**src/sv/nalm_pkg.sv**
```systemverilog
// Shared types, codes and keyword tables for the acknowledgement line matcher.
package nalm_pkg;

    typedef enum logic [1:0] {
        PH_IDLE    = 2'd0,
        PH_WAIT    = 2'd1,
        PH_ACK     = 2'd2,
        PH_TIMEOUT = 2'd3
    } t_phase;

    localparam logic [1:0] OP_ARM  = 2'd0;
    localparam logic [1:0] OP_BYTE = 2'd1;
    localparam logic [1:0] OP_TICK = 2'd2;

    localparam logic [7:0] CH_DOLLAR = 8'h24;
    localparam logic [7:0] CH_LF     = 8'h0A;
    localparam logic [7:0] CH_CR     = 8'h0D;

    localparam int NUM_KW = 4;
    localparam int KW_MAX = 4;

    typedef logic [2:0] t_prog;
    typedef t_prog [NUM_KW-1:0] t_kw_prog;

    localparam logic [7:0] KW_TEXT [NUM_KW][KW_MAX] = '{
        '{8'h50, 8'h4C, 8'h53, 8'h43},
        '{8'h50, 8'h41, 8'h49, 8'h52},
        '{8'h4F, 8'h4B, 8'h00, 8'h00},
        '{8'h41, 8'h43, 8'h4B, 8'h00}
    };

    localparam t_prog KW_LEN [NUM_KW] = '{3'd4, 3'd4, 3'd2, 3'd3};

    localparam logic [15:0] TIMEOUT_RESET = 16'd1000;
    localparam logic [15:0] TICKS_MAX     = 16'hFFFF;

endpackage

```
**src/sv/nalm_kw_match.sv**
```systemverilog
// Per-keyword match progress update for one received character.
module nalm_kw_match
    import nalm_pkg::*;
(
    input  t_kw_prog   i_progress,
    input  logic [7:0] i_char,
    output t_kw_prog   o_progress,
    output logic       o_hit
);

    always_comb begin
        t_prog p;
        p = '0;
        o_hit = 1'b0;
        o_progress = '0;
        for (int k = 0; k < NUM_KW; k++) begin
            p = i_progress[k];
            if (p >= KW_LEN[k]) begin
                p = '0;
            end
            if (i_char == KW_TEXT[k][p[1:0]]) begin
                p = p + 3'd1;
            end else if (i_char == KW_TEXT[k][0]) begin
                p = 3'd1;
            end else begin
                p = 3'd0;
            end
            if (p >= KW_LEN[k]) begin
                o_hit = 1'b1;
                p = '0;
            end
            o_progress[k] = p;
        end
    end

endmodule

```
**src/sv/nmea_ack_line_matcher.sv**
```systemverilog
// Top level of the acknowledgement line matcher with its state and result register.
// Each accepted beat gives one result beat in the following cycle, from a single result register.
// A new input beat is accepted every cycle while the result register is empty or being taken.
// Keyword search, line length and tick count are updated in that same cycle.
// Synchronous active-low reset returns the block to idle with a timeout of 1000 ticks.
module nmea_ack_line_matcher
    import nalm_pkg::*;
#(
    parameter int LINE_LIMIT = 128
)
(
    input  logic        i_clk,
    input  logic        i_rst_n,
    input  logic        i_in_valid,
    output logic        o_in_ready,
    input  logic [1:0]  i_operation,
    input  logic [7:0]  i_data_byte,
    output logic        o_out_valid,
    input  logic        i_out_ready,
    output logic [1:0]  o_status,
    output logic        o_line_closed,
    output logic        o_line_matched,
    input  logic        i_cfg_valid,
    output logic        o_cfg_ready,
    input  logic [15:0] i_cfg_timeout_ticks
);

    localparam int LEN_W = $clog2(LINE_LIMIT);
    localparam logic [LEN_W-1:0] LAST_LEN = LEN_W'(LINE_LIMIT - 1);

    t_phase           r_phase, n_phase;
    logic [LEN_W-1:0] r_len, n_len;
    t_kw_prog         r_prog, n_prog;
    logic             r_seen, n_seen;
    logic [15:0]      r_elapsed, n_elapsed;
    logic [15:0]      r_timeout;
    logic             r_out_valid;
    logic [1:0]       r_status;
    logic             r_closed, n_closed;
    logic             r_matched, n_matched;

    t_kw_prog         kw_next;
    logic             kw_hit;
    logic             in_acc;

    nalm_kw_match u_kw_match (
        .i_progress (r_prog),
        .i_char     (i_data_byte),
        .o_progress (kw_next),
        .o_hit      (kw_hit)
    );

    assign o_in_ready = !r_out_valid || i_out_ready;
    assign in_acc     = i_in_valid && o_in_ready;
    assign o_cfg_ready = 1'b1;

    always_comb begin
        n_phase   = r_phase;
        n_len     = r_len;
        n_prog    = r_prog;
        n_seen    = r_seen;
        n_elapsed = r_elapsed;
        n_closed  = 1'b0;
        n_matched = 1'b0;
        case (i_operation)
            OP_ARM: begin
                n_len     = '0;
                n_prog    = '0;
                n_seen    = 1'b0;
                n_elapsed = '0;
                n_phase   = (r_timeout == '0) ? PH_TIMEOUT : PH_WAIT;
            end
            OP_BYTE: begin
                if (r_phase == PH_WAIT) begin
                    if (r_len == '0) begin
                        if (i_data_byte == CH_DOLLAR) begin
                            n_prog = '0;
                            n_seen = 1'b0;
                            n_len  = LEN_W'(1);
                        end
                    end else if (r_len < LAST_LEN) begin
                        n_len  = r_len + LEN_W'(1);
                        n_prog = kw_next;
                        n_seen = r_seen | kw_hit;
                        if (i_data_byte == CH_LF || i_data_byte == CH_CR) begin
                            n_closed = 1'b1;
                            if (r_seen || kw_hit) begin
                                n_matched = 1'b1;
                                n_phase   = PH_ACK;
                            end
                            n_len  = '0;
                            n_prog = '0;
                            n_seen = 1'b0;
                        end
                    end else begin
                        n_len  = '0;
                        n_prog = '0;
                        n_seen = 1'b0;
                    end
                end
            end
            OP_TICK: begin
                if (r_phase == PH_WAIT) begin
                    if (r_elapsed != TICKS_MAX) begin
                        n_elapsed = r_elapsed + 16'd1;
                    end
                    if (n_elapsed >= r_timeout) begin
                        n_phase = PH_TIMEOUT;
                    end
                end
            end
            default: begin
                n_phase = r_phase;
            end
        endcase
    end

    always_ff @(posedge i_clk) begin
        if (!i_rst_n) begin
            r_phase     <= PH_IDLE;
            r_len       <= '0;
            r_prog      <= '0;
            r_seen      <= 1'b0;
            r_elapsed   <= '0;
            r_timeout   <= TIMEOUT_RESET;
            r_out_valid <= 1'b0;
        end else begin
            if (i_cfg_valid && o_cfg_ready) begin
                r_timeout <= i_cfg_timeout_ticks;
            end
            if (in_acc) begin
                r_phase     <= n_phase;
                r_len       <= n_len;
                r_prog      <= n_prog;
                r_seen      <= n_seen;
                r_elapsed   <= n_elapsed;
                r_out_valid <= 1'b1;
            end else if (i_out_ready) begin
                r_out_valid <= 1'b0;
            end
        end
    end

    always_ff @(posedge i_clk) begin
        if (in_acc) begin
            r_status  <= n_phase;
            r_closed  <= n_closed;
            r_matched <= n_matched;
        end
    end

    assign o_out_valid    = r_out_valid;
    assign o_status       = r_status;
    assign o_line_closed  = r_closed;
    assign o_line_matched = r_matched;

`ifndef SYNTH
    a_match_needs_close: assert property (@(posedge i_clk) disable iff (!i_rst_n)
        (o_out_valid && o_line_matched) |-> (o_line_closed && o_status == PH_ACK))
        else $error("Matched line reported without a close or acknowledged status.");

    a_len_in_range: assert property (@(posedge i_clk) disable iff (!i_rst_n)
        r_len <= LAST_LEN)
        else $error("Line length beyond the line limit.");

    a_arm_result: assert property (@(posedge i_clk) disable iff (!i_rst_n)
        (in_acc && i_operation == OP_ARM)
        |=> (o_out_valid && (o_status == PH_WAIT || o_status == PH_TIMEOUT)))
        else $error("Arm beat did not report waiting or timed out.");

    a_idle_line_clear: assert property (@(posedge i_clk) disable iff (!i_rst_n)
        (r_len == '0) |-> (r_prog == '0 && !r_seen))
        else $error("Keyword state left behind with no line open.");
`endif

endmodule
```
**config.mk**
```make
export PLATFORM = sky130hd
export DESIGN_NAME = nmea_ack_line_matcher
export DESIGN_NICKNAME = d
export VERILOG_FILES = /design/src/sv/nalm_pkg.sv /design/src/sv/nalm_kw_match.sv /design/src/sv/nmea_ack_line_matcher.sv
export SDC_FILE = /design/constraint.sdc
export NUM_CORES = 1
export LEC_CHECK = 0
export BUFFER_PORTS_ARGS = -buffer_cell sky130_fd_sc_hd__buf_4
export CAP_MARGIN = 10
export CORE_ASPECT_RATIO = 0.75
export CORE_UTILIZATION = 64
export DETAILED_ROUTE_END_ITERATION = 12
export GPL_ROUTABILITY_DRIVEN = 0
export HOLD_SLACK_MARGIN = 0.05
export PLACE_DENSITY = 0.85
export SYNTH_ARGS = -nofsm -noshare
export SYNTH_HDL_FRONTEND = slang
export SYNTH_HIERARCHICAL = 1
export SYNTH_SLANG_ARGS = --single-unit
```
**constraint.sdc**
```tcl
create_clock -name i_clk -period 6.6 [get_ports i_clk]
set_clock_uncertainty 0.15 [all_clocks]
set_input_delay 0.33 -clock i_clk [delete_from_list [all_inputs] [get_ports i_clk]]
set_output_delay 0.33 -clock i_clk [all_outputs]
set_load 0.005 [all_outputs]
```
==> qor.yml, run 1 <==
drv_slew: 0
portBuffers: 36
fillers: 396
die_h_um: 69.3
leakagePower_uw: 0.00188
grt_pass1_wl_um: 14800
synth_flop_cell: "dfxtp_1"
path_class: "flop to flop"
ys_seq_area_frac: 0.316
placed_cell_area_mm2: 0.00414
start_kind: "flop"
fp.dieW_um: 91.7
syn2layout_area_growth_pct: 14.1
drt_pass1_iterations: 5
drv_cap: 0
min_period_ps: 3840
end_kind: "flop"
cts-resized-gates: 0
postLayoutCoreUtil: 0.756
synth_area_mm2: 0.00386
highest_layer: "met4"
layout-drive-gt1-share: 0.159
coreArea_mm2: 0.00583
fin_crit_sh: 0.581
synth.avg_cell_area_um2: 8.43
io_pins: 38
via_count: 3528
routed_via_density: 6.13
hold_ws_ps: 63.5
finalInstanceArea_mm2: 0.00441
cts-buffers-inserted: 9
ir_worst_vdd_mv: 0.144
path_cells: "ha_1, nand3_1, nor2_2, a211oi_4, and2_1, xor2_1, ha_1, nand4_1, or3_1, a221oi_1, or4_1, a311oi_1, nor2_1"
grt.total_usage: 0.297
grt_pass1_vias: 3092
cts_sinks: 59
clkTransAtPathRegs_ps: 70
ys_ff_latch: 59
grt_max_degree: 29
std_cell_rows: 24
synth_top_cell_area_share: 0.285
totalWireLength_um: 9130
design.die.area_mm2: 0.00635
cts_root_buf: "clkbuf_8"
final_cell_mix: "dfxtp_1 (55), nor2_1 (49), buf_4 (37)"
tightest_slew_ps: 888
clock_path_buffers: 2
max_slew_margin: 0.406
initial_core_util: 0.663
cp_slowest_cell: "or4_1"
arrival_ps: 3780
cts_tree: "built"
cpMostUsedCell: "ha_1"
hold_class: "input port to flop"
rsz0062_at_grt: "false"
grt_antenna_before_repair: 0
outcome: "completed"
cts_max_level: 3
yosysWarnings: 6
fmax_ghz: 0.261
ant_nets: 0
ys_top_cells_by_area: "dfxtp_1 (29%), ha_1 (8.8%), nor2_1 (4.8%)"
r2r_slack_ps: 2760
cp_slowest_stage_delay_ps: 540
netlist_instances: 458
wl_met2_um: 3950
setup_violations: 0
report.power.total_uw: 866
crit_fanout: 7
clk_latency_ps: 350
synth-async-reset-ratio: 0
dpl.hpwl_um: 6500
tns_ps: 0
synth_area_leader_cell: "dfxtp_1"
wl_met1_um: 4250
wl_met3_um: 748
grt_overflow: 0
dr.first_iter.drc_count: 323
diodes: 0
synth_edf_count: 4
p_per_area_mw_per_mm2: 197
wire_per_inst_um: 15.9
fin_nets: 551
post-route-drc-count: 0
yosysUniqueCellTypes: 74
final_common_cell: "dfxtp_1"
finalHoldViolations: 0
critPathRequiredTime_ps: 6540
kinds of logic after synthesis:
| kind of cell | share of synthesized area |
|---|---|
| fa+ha+maj | 0.0901 |
| mux | 0.0337 |
| buf+inv | 0.0629 |
| other cells | 0.00292 |
| compound gates | 0.198 |
| xor+xnor | 0.0431 |
| flops | 0.316 |
| simple gates | 0.253 |
where the power goes:
part / internal (µW) / total (µW) / switching (µW) / leakage, µW
combinational: 35.0 / 84.2 / 49.2 / 0.00128
sequential: 369 / 374 / 5.74 / 0.000487
clock: 261 / 408 / 147 / 0.000117
total: 665 / 866 / 201 / 0.00188
flip-flops by register name, indices dropped and copies added, names as in the netlist:
name / cells
r_len: 7
r_seen: 1
o_line_matched: 1
o_out_valid: 1
r_timeout: 16
o_line_closed: 1
r_elapsed: 16
r_phase: 2
r_prog: 12
o_status: 2
critical path: cells and delay by family, from the launching register on:
family | cells | cell delay (ps)
simple gates | 7 | 1700
xor+xnor | 1 | 150
compound gates | 3 | 540
fa+ha+maj | 2 | 580
flops | 1 | 460
final timing paths:
kind | start | end | cells after the start
min | i_cfg_timeout_ticks[6] | r_timeout[6] | 3
max | r_elapsed[0] | o_status[1] | 13
min reg2reg | r_seen | r_seen | 2
max reg2reg | r_elapsed[0] | o_status[1] | 13
cell type report:
type	count	area, µm²	area share
Clock buffer	12	145	0.0329
Clock inverter	4	97.6	0.0222
Inverter	35	131	0.0298
Multi-Input combinational cell	349	2410	0.548
Sequential cell	59	1220	0.277
Tap cell	78	97.6	0.0222
Timing Repair Buffer	39	298	0.0676
layer usage:
| metal | global-route usage | vias up |
|---|---|---|
| met5 | 0 | - |
| met4 | 0.0776 | 0 |
| met3 | 0.0833 | 29 |
| met2 | 0.449 | 160 |
| met1 | 0.418 | 1614 |
| li1 | - | 1725 |
per-stage QoR:
step | instances | setup slack, ps
after floorplan | 463 | 3250
after global placement | 558 | 3030
after detailed placement | 558 | 2890
after CTS | 575 | 2820
after global routing | 576 | 2510
final | 576 | 2760
cells in the mapped netlist (8+ instances only):
cell type and number:
dfxtp_1 55, nor2_1 49, inv_1 31, nand2_1 30
ha_1 27, a21oi_1 25, nand3_1 20, o21ai_0 16
a22oi_1 14, mux2i_1 10, xor2_1 10, nand4_1 9
xnor2_1 9, nor2b_1 8, o211ai_1 8
timing repair:
action                                  4_1_cts  5_1_grt
setup buffers                                 0        0
endpoints found under the hold margin         1        1
endpoints found under the setup margin        0        0
hold buffers                                  1        1
No activity file was read; power rests on OpenSTA's default activity.
==> inputs of run 2 (changes only) <==
--- a/config.mk
+++ b/config.mk
@@ -5,14 +5,15 @@
 export SDC_FILE = /design/constraint.sdc
 export NUM_CORES = 1
 export LEC_CHECK = 0
+export ABC_AREA = 1
 export BUFFER_PORTS_ARGS = -buffer_cell sky130_fd_sc_hd__buf_4
 export CAP_MARGIN = 10
 export CORE_ASPECT_RATIO = 0.75
-export CORE_UTILIZATION = 64
+export CORE_UTILIZATION = 60
 export DETAILED_ROUTE_END_ITERATION = 12
 export GPL_ROUTABILITY_DRIVEN = 0
 export HOLD_SLACK_MARGIN = 0.05
-export PLACE_DENSITY = 0.85
+export PLACE_DENSITY = 0.8
 export SYNTH_ARGS = -nofsm -noshare
 export SYNTH_HDL_FRONTEND = slang
 export SYNTH_HIERARCHICAL = 1
==> constraint.sdc (replaced) <==
create_clock -name i_clk -period 3.65 [get_ports i_clk]
set_clock_uncertainty 0.15 [all_clocks]
set_input_delay 0.1825 -clock i_clk [delete_from_list [all_inputs] [get_ports i_clk]]
set_output_delay 0.1825 -clock i_clk [all_outputs]
set_load 0.005 [all_outputs]
==> run 2 against run 1 <==
Compared with the run above:
- worst setup slack worse by 2000 ps
- total power is 68% higher
- clock power is 38% higher
- combinational power is 150% higher
- register-to-register slack worse by 2000 ps
- global-route usage is 0.92 points higher
- utilization is 1.1 points higher
- final area is 13% higher
- highest routed layer unchanged
==> qor.yml, run 2 <==
outcome: "completed"
ys_ff_latch: 59
grt.total_usage: 0.306
grt_antenna_before_repair: 0
hold_class: "input port to flop"
dpl.hpwl_um: 7600
path_cells: "inv_1, nor3_1, ha_1, inv_1, nand2_2, nand2_2, nor2_4, nand4_1, nor2_1, nor2_1, nand2_1, or2_2, nand2_1, inv_1, nand3_1, nand2_1, nand3_1, nand4_1"
totalWireLength_um: 10600
wl_met2_um: 4750
rsz0062_at_grt: "false"
ys_top_cells_by_area: "dfxtp_1 (26%), nand2_1 (15%), ha_1 (8.1%)"
io_pins: 38
yosysWarnings: 6
post-route-drc-count: 0
netlist_instances: 618
final_cell_mix: "nand2_1 (169), inv_1 (90), a21oi_1 (58)"
ir_worst_vdd_mv: 0.238
arrival_ps: 2760
synth-async-reset-ratio: 0
cp_num_cells: 18
wl_met1_um: 4920
leakagePower_uw: 0.00241
critPathBufInv: 3
grt_pass1_wl_um: 17600
fin_crit_sh: 0.781
hold_end: "r_timeout[9]"
syn2layout_area_growth_pct: 19.2
synth_flop_cell: "dfxtp_1"
synth_edf_count: 4
p_per_area_mw_per_mm2: 291
portBuffers: 36
final_common_cell: "nand2_1"
clk_latency_ps: 340
end_kind: "flop"
layout-drive-gt1-share: 0.152
ys_seq_area_frac: 0.292
min_period_ps: 2850
cts_max_level: 3
cts_tree: "built"
post-cts-setup-buffer-count: 0
cts_root_buf: "clkbuf_8"
r2r_slack_ps: 800
synth_top_cell_area_share: 0.263
wl_met3_um: 791
finalHoldViolations: 0
reg_top3: "r_elapsed (16), r_timeout (16), r_prog (12)"
hold_ws_ps: 55.5
cp_slowest_stage_delay_ps: 330
synth_area_leader_cell: "dfxtp_1"
hp-start: "i_cfg_valid"
r2r-end: "o_status[1]"
drt_pass1_iterations: 7
grt_overflow: 0
coreArea_mm2: 0.00651
min_path_cells: 2
routed_via_density: 5.33
tightest_slew_ps: 859
drv_slew: 0
crit_fanout: 4
fmax_ghz: 0.351
synth_area_mm2: 0.00419
cts-buffers-inserted: 9
cts-resized-gates: 0
highest_layer: "met4"
cts_sinks: 59
critPathRequiredTime_ps: 3560
synth.avg_cell_area_um2: 6.77
fin_nets: 744
yosysUniqueCellTypes: 48
ff2ff_path_depth: 18
path_class: "flop to flop"
synth_common_cells: "nand2_1 (169), inv_1 (90), a21oi_1 (58), dfxtp_1 (55), nor2_1 (51)"
ant_nets: 0
start_kind: "flop"
std_cell_rows: 25
max_slew_margin: 0.422
worstReg2RegStart: "r_prog[10]"
cp_slowest_cell: "dfxtp_1"
drv_cap: 0
tns_ps: 0
wire_per_inst_um: 13.7
diodes: 0
grt_pass1_vias: 3836
initial_core_util: 0.643
critPathTopFamily: "simple AND/OR/NAND/NOR gates"
clock_path_buffers: 2
grt_max_degree: 25
fp.dieW_um: 98.4
dr.first_iter.drc_count: 283
die_h_um: 74.3
yosysMostFrequentCell: "nand2_1"
via_count: 4117
design.die.area_mm2: 0.00732
setup_violations: 0
clkTransAtPathRegs_ps: 70
==> run 2: cell types whose count changed in the layout (fill, tap and decap cells not counted), sizes merged, moves of 6 or more <==
| cell | previous run | this run |
|---|---|---|
| o21ai | 20 | 30 |
| o211ai | 9 | 2 |
| nand2 | 31 | 181 |
| xnor2 | 9 | 3 |
| nor2 | 51 | 63 |
| a22oi | 14 | 1 |
| mux2i | 10 | 0 |
| dlygate4sd3 | 2 | 34 |
| nor2b | 8 | 0 |
| a21oi | 25 | 60 |
| inv | 35 | 98 |
==> run 2: routing by layer <==
metal / up-vias / track usage
met3: 12 / 0.0602
met1: 1860 / 0.418
li1: 2101 / -
met4: 0 / 0.0746
met5: - / 0
met2: 144 / 0.508
==> run 2: worst max-delay path by stage <==
stage	from	end	slack (ps)
6_report	r_prog[10]	o_status[1]	800
3_5_place_dp	r_prog[10]	o_status[1]	840
5_1_grt	r_elapsed[1]	r_phase[1]	580
3_3_place_gp	r_elapsed[0]	o_status[1]	980
2_1_floorplan	r_elapsed[0]	o_status[1]	1090
4_1_cts	r_prog[10]	o_status[1]	840
==> run 2: cells by family (layout without fill, tap and decap cells) <==
family	after synthesis	in the layout	share of synthesized area
fa+ha+maj	27	27	0.0807
xor+xnor	10	10	0.0227
flops	59	59	0.292
other cells	3	8	0.00269
simple gates	303	303	0.350
compound gates	100	100	0.136
buf+inv	116	184	0.116
==> run 2: per-stage QoR <==
step	total power, µW	instance area [µm²]	setup WS (ps)	util	cells
after detailed placement	867	4460	843	0.686	722
final	1450	4990	799	0.767	772
after CTS	1460	4990	843	0.767	772
after global routing	1510	4990	578	0.767	772
after global placement	860	4460	977	0.686	722
after floorplan	804	4200	1090	-	623
==> run 2: worst register-to-register path, stage by stage (launching register included) <==
cell	delay, ps
dfxtp_1	330
inv_1	60
nor3_1	240
ha_1	330
inv_1	150
nand2_2	70
nand2_2	80
nor2_4	40
nand4_1	110
nor2_1	50
nor2_1	120
nand2_1	90
or2_2	270
nand2_1	90
inv_1	40
nand3_1	80
nand2_1	50
nand3_1	70
nand4_1	130
==> run 2: timing repair <==
action                                  CTS  global route
endpoints found under the setup margin    0             0
endpoints found under the hold margin    21             0
hold buffers                             34             0
==> run 2: report_power, final <==
group          switching (µW)  internal, µW
logic                     118          91.2
registers                10.8           670
clock network             279           285
==> run 2: area by class of cell <==
| cell class | instances | area, µm² |
|---|---|---|
| Clock buffer | 11 | 151 |
| Clock inverter | 5 | 35.0 |
| Fill cell | 510 | 1520 |
| Inverter | 97 | 365 |
| Multi-Input combinational cell | 448 | 2500 |
| Sequential cell | 59 | 1220 |
| Tap cell | 81 | 101 |
| Timing Repair Buffer | 71 | 618 |
